===== src/sv/xbt_pkg.sv =====
// Shared types, codes and constant tables of the XML byte tokenizer.
`default_nettype none
package xbt_pkg;

    localparam int LINE_W = 20;
    localparam int COL_W  = 16;
    localparam logic [LINE_W-1:0] LINE_SAT = '1;
    localparam logic [COL_W-1:0]  COL_SAT  = '1;

    typedef enum logic [4:0] {
        S_IDLE, S_LT, S_QUEST, S_QUEST2, S_START, S_ATT, S_ATTNAME, S_ATTEQ,
        S_ATTVAL, S_SELF, S_CONTENT, S_END, S_NEWTAG, S_EXCL, S_EXCLMIN,
        S_COMMENT, S_MIN, S_MIN2, S_CDSTART, S_CDATA, S_CDEND, S_CDEND2, S_HALT
    } parse_state_t;

    typedef enum logic [3:0] {
        EV_NAME, EV_ATTR_NAME, EV_ATTR_VAL, EV_TEXT, EV_START_DONE,
        EV_END_ELEM, EV_TEXT_END, EV_ERROR, EV_DOC_END
    } ev_kind_t;

    typedef enum logic [3:0] {
        ERR_NONE, ERR_OUTSIDE, ERR_PROLOG, ERR_NO_NAME, ERR_ATTR, ERR_SLASH,
        ERR_ENTITY, ERR_MISMATCH, ERR_COMMENT, ERR_CDATA, ERR_CAPACITY
    } err_code_t;

    localparam logic [7:0] CH_NUL   = 8'h00;
    localparam logic [7:0] CH_TAB   = 8'h09;
    localparam logic [7:0] CH_LF    = 8'h0A;
    localparam logic [7:0] CH_CR    = 8'h0D;
    localparam logic [7:0] CH_SPACE = 8'h20;
    localparam logic [7:0] CH_EXCL  = 8'h21;
    localparam logic [7:0] CH_QUOTE = 8'h22;
    localparam logic [7:0] CH_AMP   = 8'h26;
    localparam logic [7:0] CH_MINUS = 8'h2D;
    localparam logic [7:0] CH_SLASH = 8'h2F;
    localparam logic [7:0] CH_LT    = 8'h3C;
    localparam logic [7:0] CH_EQ    = 8'h3D;
    localparam logic [7:0] CH_GT    = 8'h3E;
    localparam logic [7:0] CH_QUEST = 8'h3F;
    localparam logic [7:0] CH_LBRK  = 8'h5B;
    localparam logic [7:0] CH_RBRK  = 8'h5D;

    // Entity names after the ampersand, first character in the lowest byte.
    localparam int ENT_NUM = 5;
    localparam logic [39:0] ENT_PAT [ENT_NUM] = '{
        40'h00_3B_70_6D_61, 40'h00_00_3B_74_67, 40'h00_00_3B_74_6C,
        40'h3B_74_6F_75_71, 40'h3B_73_6F_70_61
    };
    localparam logic [2:0] ENT_LEN [ENT_NUM] = '{3'd4, 3'd3, 3'd3, 3'd5, 3'd5};
    localparam logic [7:0] ENT_VAL [ENT_NUM] = '{8'h26, 8'h3E, 8'h3C, 8'h22, 8'h27};

    typedef struct packed {
        logic [COL_W-1:0]  col;
        logic [LINE_W-1:0] line;
        logic [4:0]        depth;
        err_code_t         err;
        logic [7:0]        data;
        ev_kind_t          kind;
    } res_t;

    function automatic logic is_ws(input logic [7:0] c);
        return (c == CH_SPACE) || (c == CH_LF) || (c == CH_TAB) || (c == CH_CR);
    endfunction

    function automatic res_t mk_res(input ev_kind_t kind, input logic [7:0] data,
                                    input err_code_t err, input logic [4:0] depth,
                                    input logic [LINE_W-1:0] line,
                                    input logic [COL_W-1:0] col);
        res_t r;
        r.kind  = kind;
        r.data  = data;
        r.err   = err;
        r.depth = depth;
        r.line  = line;
        r.col   = col;
        return r;
    endfunction

    function automatic logic [63:0] pack_res(input res_t r);
        return {7'd0, r};
    endfunction

endpackage
`default_nettype wire


===== src/sv/xbt_out_buf.sv =====
// Result register holding the one or two results of a byte for the output stream.
`default_nettype none
module xbt_out_buf (
    input  wire logic          clk,
    input  wire logic          rst_n,
    input  wire logic          load,
    input  xbt_pkg::res_t      res0,
    input  xbt_pkg::res_t      res1,
    input  wire logic [1:0]    res_cnt,
    output logic               free,
    output logic               m_tvalid,
    input  wire logic          m_tready,
    output logic [63:0]        m_tdata,   // event_kind, data_byte, error_code, depth, line_no, col_no
    output logic               m_tlast
);
    import xbt_pkg::*;

    logic   valid_reg;
    logic   two_reg;
    logic   ptr_reg;
    res_t   r0_reg, r1_reg;

    assign m_tvalid = valid_reg;
    assign m_tlast  = two_reg ? ptr_reg : 1'b1;
    assign m_tdata  = pack_res(ptr_reg ? r1_reg : r0_reg);
    assign free     = !valid_reg || (m_tready && m_tlast);

    always_ff @(posedge clk or negedge rst_n)
    begin
        if (!rst_n)
        begin
            valid_reg <= 1'b0;
            two_reg   <= 1'b0;
            ptr_reg   <= 1'b0;
        end
        else if (free)
        begin
            valid_reg <= load && (res_cnt != 2'd0);
            two_reg   <= res_cnt == 2'd2;
            ptr_reg   <= 1'b0;
        end
        else if (m_tready)
        begin
            ptr_reg <= 1'b1;
        end
    end

    always_ff @(posedge clk)
    begin
        if (free && load)
        begin
            r0_reg <= res0;
            r1_reg <= res1;
        end
    end
endmodule
`default_nettype wire


===== config.mk =====
export PLATFORM = sky130hd
export DESIGN_NAME = xbt_out_buf
export DESIGN_NICKNAME = d
export VERILOG_FILES = /design/src/sv/xbt_pkg.sv /design/src/sv/xbt_out_buf.sv
export SDC_FILE = /design/constraint.sdc
export NUM_CORES = 1
export LEC_CHECK = 0
export ABC_AREA = 1
export CAP_MARGIN = 25
export CORE_UTILIZATION = 50
export DETAILED_ROUTE_END_ITERATION = 8
export DONT_BUFFER_PORTS = 1
export GPL_ROUTABILITY_DRIVEN = 0
export PLACE_DENSITY = 0.73
export SYNTH_ARGS = -nofsm -noshare
export SYNTH_HDL_FRONTEND = slang
export SYNTH_SLANG_ARGS = --single-unit

===== constraint.sdc =====
create_clock -name clk -period 27.5 [get_ports clk]
set_clock_uncertainty 0.05 [all_clocks]
set_input_delay 5.5 -clock clk [delete_from_list [all_inputs] [get_ports clk]]
set_output_delay 5.5 -clock clk [all_outputs]
set_load 0.01 [all_outputs]

==> impl_metrics.ini, run 1 <==
[die]
row_count = 33
die_w_um = 95.45
io_pins = 187
dieArea_mm2 = 0.009111
start_util = 0.5236
die_y_um = 95.45
core_area_mm2 = 0.008341

[status]
status = complete, no violations

[setup_path]
endpoint_kind = output port
crit_required_ns = 21.95
critPathMaxFanout = 4
critPathMaxStageDelay_ns = 0.15
worstSetupPathType = input port to output port
critical-path-top-delay-family = simple AND/OR/NAND/NOR gates
cp_num_buf_inv = 0
cp.depth = 2
worstPathCellList = nand2_1 -> nand2_2
crit_arrival_ns = 5.78
crit_slowest_cell = nand2_1
worst_r2r_path_depth = 7
start_kind = input port

[run]
maxCapViolCount = 0

[timing]
max-slew-margin-rel = 0.4712
drv_slew = 0
fin_tns_setup_ns = 0
rsz0062_at_grt = false
fin_crit_ns = 11.33
period_share = 0.4120
finalHoldViolCount = 0
setup_viol = 0
fmax_mhz = 88.27
setup_slack_ns = 16.17
worst_pin_slew_ns = 0.7931

[pwr]
p_leak_nw = 1.987
finalPower_uw = 472.0
vdd_ir_drop_max_mv = 0.06590
powerDensity_mw_per_mm2 = 93.96

[clocking]
ctsHtreeMaxLevel = 4
post_cts_buffers = 0
clock_sinks = 117
holdBufCountCts = 0
clk_pin_slew_worst_paths_ns = 0.06
insertion_delay_ns = 0.49
cts_resized = 0
cts_tree = done
cts_buffer_depth = 2
numCtsBuffers = 17
cts_root_buffer = clkbuf_8

[final_layout]
area_delta_synth_final_pct = 15.04
drive_gt1_frac = 0.1076
fillCellCount = 632
antenna-diode-count = 0
final_nets = 451

[hold_path]
holdPathStages = 2
hp-class = flop to flop

[route]
post-route-drc-count = 0
antenna_left = 0
wirelength_mm = 7.570
drt-wirelength-per-cell_um = 16.86
drtPass1Iterations = 4
drt_iter0_markers = 106
viasPerCell = 5.020
num_vias = 2254

[yosys]
ys_types = 14
yosysWarnings = 0
synth_cells = 323
synth_seq_area_share = 0.8011
netlist_area_mm2 = 0.004367
ys_ff_latch = 117
syn_avg_cell_area_um2 = 13.52

[grt]
track_usage = 0.1646
antenna_found_initial = 0
grt_max_degree = 65
grt-ovfl-total = 0
grt_pass1_wl_mm = 10.49
grt_pass1_vias = 2086

[placement]
hpwl_mm = 4.989
port_buffers = 0
post-place-ws_ns = 16.18
## per-stage QoR
| stage | util | cells | area [um2] | hold WS, ns |
|---|---|---|---|---|
| after detailed placement | 0.5299 | 417 | 4419 | 0.4834 |
| after global routing | 0.6023 | 449 | 5024 | 0.5446 |
| after global placement | 0.5266 | 416 | 4392 | 0.4695 |
| final | 0.6023 | 449 | 5024 | 0.5020 |
| after CTS | 0.6023 | 449 | 5024 | 0.4968 |
| after floorplan | - | 329 | 4389 | 0.4460 |
## cells in the mapped netlist
master / number / area (um2)
buf_4: 10 / 75.07
nor2_1: 3 / 11.26
a21boi_0: 1 / 7.510
nand2_1: 175 / 656.9
edfxtp_1: 114 / 3423
conb_1: 1 / 3.750
buf_6: 5 / 56.30
dfrtp_1: 3 / 75.07
nand2_2: 2 / 12.51
o21ai_0: 1 / 5.000
inv_4: 1 / 6.260
buf_2: 5 / 25.02
nand3_1: 1 / 5.000
inv_1: 1 / 3.750
## worst paths after layout
kind | slack, ns | start | to
max reg2reg | 24.03 | ptr_reg$_DFFE_PN0P_ | r1_reg[3]$_DFFE_PP_
min in group asynchronous | 4.65 | rst_n | two_reg$_DFFE_PN0P_
min reg2reg | 0.50 | two_reg$_DFFE_PN0P_ | two_reg$_DFFE_PN0P_
max | 16.17 | m_tready | free
min | 0.50 | two_reg$_DFFE_PN0P_ | two_reg$_DFFE_PN0P_
max in group asynchronous | 22.67 | rst_n | ptr_reg$_DFFE_PN0P_
## power breakdown
part / switching [mW] / internal [mW]
Combinational: 0.0266 / 0.00708
Sequential: 0.00532 / 0.212
Clock: 0.0740 / 0.147
Total: 0.106 / 0.366
## per-layer routing
layer,part of all wire,global-route usage
met5,0,0
met4,0.014,0.08955
met3,0.13,0.08931
met2,0.48,0.2625
met1,0.38,0.1742
## kinds of logic (layout without fill, tap and decap cells)
family / Yosys count / after routing / share of synthesized area
DFF: 117 / 117 / 0.8011
AOI/OAI and AO/OA: 2 / 2 / 0.002865
other: 1 / 7 / 0.0008588
and+or+nand+nor: 181 / 181 / 0.1570
buffers and inverters: 22 / 37 / 0.03811
## placed cells by master (no fill, tap or decap), drive strengths merged, types with 2 or more instances in the layout
cell        n
buf         3
bufinv      4
clkbuf     19
clkinv      6
clkinvlp    3
conb        7
dfrtp       3
edfxtp    114
inv         2
nand2     177
nor2        3
## layout make-up
type	instances	area (um2)	share of cell area
Clock buffer	19	421.7	0.08394
Clock inverter	13	182.7	0.03636
Inverter	2	10.01	0.001993
Multi-Input combinational cell	190	735.7	0.1465
Sequential cell	117	3500	0.6966
Tap cell	105	131.4	0.02615
Timing Repair Buffer	3	42.54	0.008468
Power figures use the tool's default switching activity.
==> run 2, diff against run 1 <==
==> constraint.sdc (replaced) <==
create_clock -name clk -period 11.1 [get_ports clk]
set_clock_uncertainty 0.05 [all_clocks]
set_input_delay 2.22 -clock clk [delete_from_list [all_inputs] [get_ports clk]]
set_output_delay 2.22 -clock clk [all_outputs]
set_load 0.01 [all_outputs]
==> run 2 against run 1 <==
Net effect: non-clock buffer count unchanged; sequential cell count stayed put; clock power is 120% higher; power rose by 130%; die area unchanged; routed wire length down 3.0%; largest power group is now registers.
==> impl_metrics.ini, run 2 (synthesis results as in run 1) <==
[hold_path]
whs_endpoint = two_reg$_DFFE_PN0P_
min_from = two_reg$_DFFE_PN0P_
hp-class = flop to flop
holdPathStages = 2

[timing]
fmax_mhz = 210.4
finalHoldViolCount = 0
hold_ws_ns = 0.5249
worst_pin_slew_ns = 0.7507
setup_slack_ns = 6.347
fin_crit_ns = 4.753
drv_slew = 0
setup_viol = 0
rsz0062_at_grt = false
max-slew-margin-rel = 0.4996
fin_tns_setup_ns = 0
period_share = 0.4282

[route]
post-route-drc-count = 0
antenna_left = 0
viasPerCell = 5.052
drt_iter0_markers = 110
wirelength_mm = 7.344
drtPass1Iterations = 4
num_vias = 2253
drt-wirelength-per-cell_um = 16.47

[die]
row_count = 33
die_w_um = 95.45
start_util = 0.5236
core_area_mm2 = 0.008341
die_y_um = 95.45
dieArea_mm2 = 0.009111
io_pins = 187

[setup_path]
critical-path-top-delay-family = simple AND/OR/NAND/NOR gates
crit_slowest_cell = nand2_1
r2r-end = r1_reg[46]$_DFFE_PP_
worstReg2RegStart = ptr_reg$_DFFE_PN0P_
crit_required_ns = 8.83
start_kind = input port
cp_num_buf_inv = 0
worst_r2r_path_depth = 5
endpoint_kind = output port
critPathMaxFanout = 4
worstSetupPathType = input port to output port
r2r_slack_ns = 8.95
crit_arrival_ns = 2.48
critPathMaxStageDelay_ns = 0.13
worstPathCellList = nand2_1 -> nand2_2

[placement]
dp_cells = 417
post-place-ws_ns = 6.345
hpwl_mm = 4.748
port_buffers = 0

[clocking]
cts_root_buffer = clkbuf_8
clk_pin_slew_worst_paths_ns = 0.05
cts_tree = done
post_cts_buffers = 0
holdBufCountCts = 0
numCtsBuffers = 17
cts_resized = 0
insertion_delay_ns = 0.49
clock_sinks = 117
cts_buffer_depth = 2
ctsHtreeMaxLevel = 4

[pwr]
vdd_ir_drop_max_mv = 0.1550
power.share.combinational = 0.078
p_sw_frac = 0.2265
intPower_uw = 852.5
p_sw_uw = 249.6
powerDensity_mw_per_mm2 = 223.6
p_seq_frac = 0.486
p_leak_nw = 1.944
p_clk_frac = 0.436

[grt]
grt_pass1_vias = 2057
use_met1 = 0.1719
grt-ovfl-total = 0
track_usage = 0.1576
grt_max_degree = 63
antenna_found_initial = 0
use_met2 = 0.2429
grt.met3_usage = 0.08214
grt_pass1_wl_mm = 10.03
grt.busiest_layer = met2

[final_layout]
multiInputGateArea_um2 = 735.7
fillCellCount = 637
final_common_cell = nand2_1
antenna-diode-count = 0
stdcell_count = 446
area_delta_synth_final_pct = 12.89
mostFrequentLayoutCells = 175 x nand2_1, 114 x edfxtp_1, 16 x clkbuf_16
final_nets = 451
seq_area_mm2 = 0.003500
drive_gt1_frac = 0.09971

[run]
maxCapViolCount = 0

[status]
status = complete, no violations
## run 2: layer usage
metal	share of wire	wire length, um
met5	0	0
met2	0.48	3508
met1	0.39	2846
met3	0.12	856
met4	0.018	133
## run 2: how the worst max path moves through the flow
stage                        start             endpoint  slack [ns]  depth (start not counted)
after detailed placement  m_tready                 free        6.34                          2
after CTS                 m_tready                 free        6.35                          2
after global placement    m_tready                 free        6.37                          2
after global routing      m_tready                 free        6.32                          2
final                     m_tready                 free        6.35                          2
after floorplan               load  r0_reg[0]$_DFFE_PP_        2.83                          1
## run 2: final cells by class
cell class	instances	share of cell area
sequential	117	0.7099
multi-input combinational	190	0.1492
clock buffer	17	0.08401
tap	105	0.02665
clock inverter	12	0.02360
timing repair buffer	3	0.004569
inverter	2	0.002030
## run 2: metrics by stage
| step | area, um2 | util | power [mW] |
|---|---|---|---|
| 3_5_place_dp | 4399 | 0.5275 | 0.6314 |
| 2_1_floorplan | 4389 | - | 0.6257 |
| 3_3_place_gp | 4399 | 0.5275 | 0.6282 |
| 6_report | 4930 | 0.5911 | 1.102 |
| 4_1_cts | 4930 | 0.5911 | 1.115 |
| 5_1_grt | 4930 | 0.5911 | 1.147 |
## run 2: power by group through the flow
stage	Combinational [mW]	Clock, mW	Sequential [mW]
final	0.0857	0.481	0.535
after global routing	0.0976	0.511	0.538
after CTS	0.0876	0.492	0.535
after detailed placement	0.0874	0	0.544
after global placement	0.0853	0	0.543
after floorplan	0.0774	0	0.548
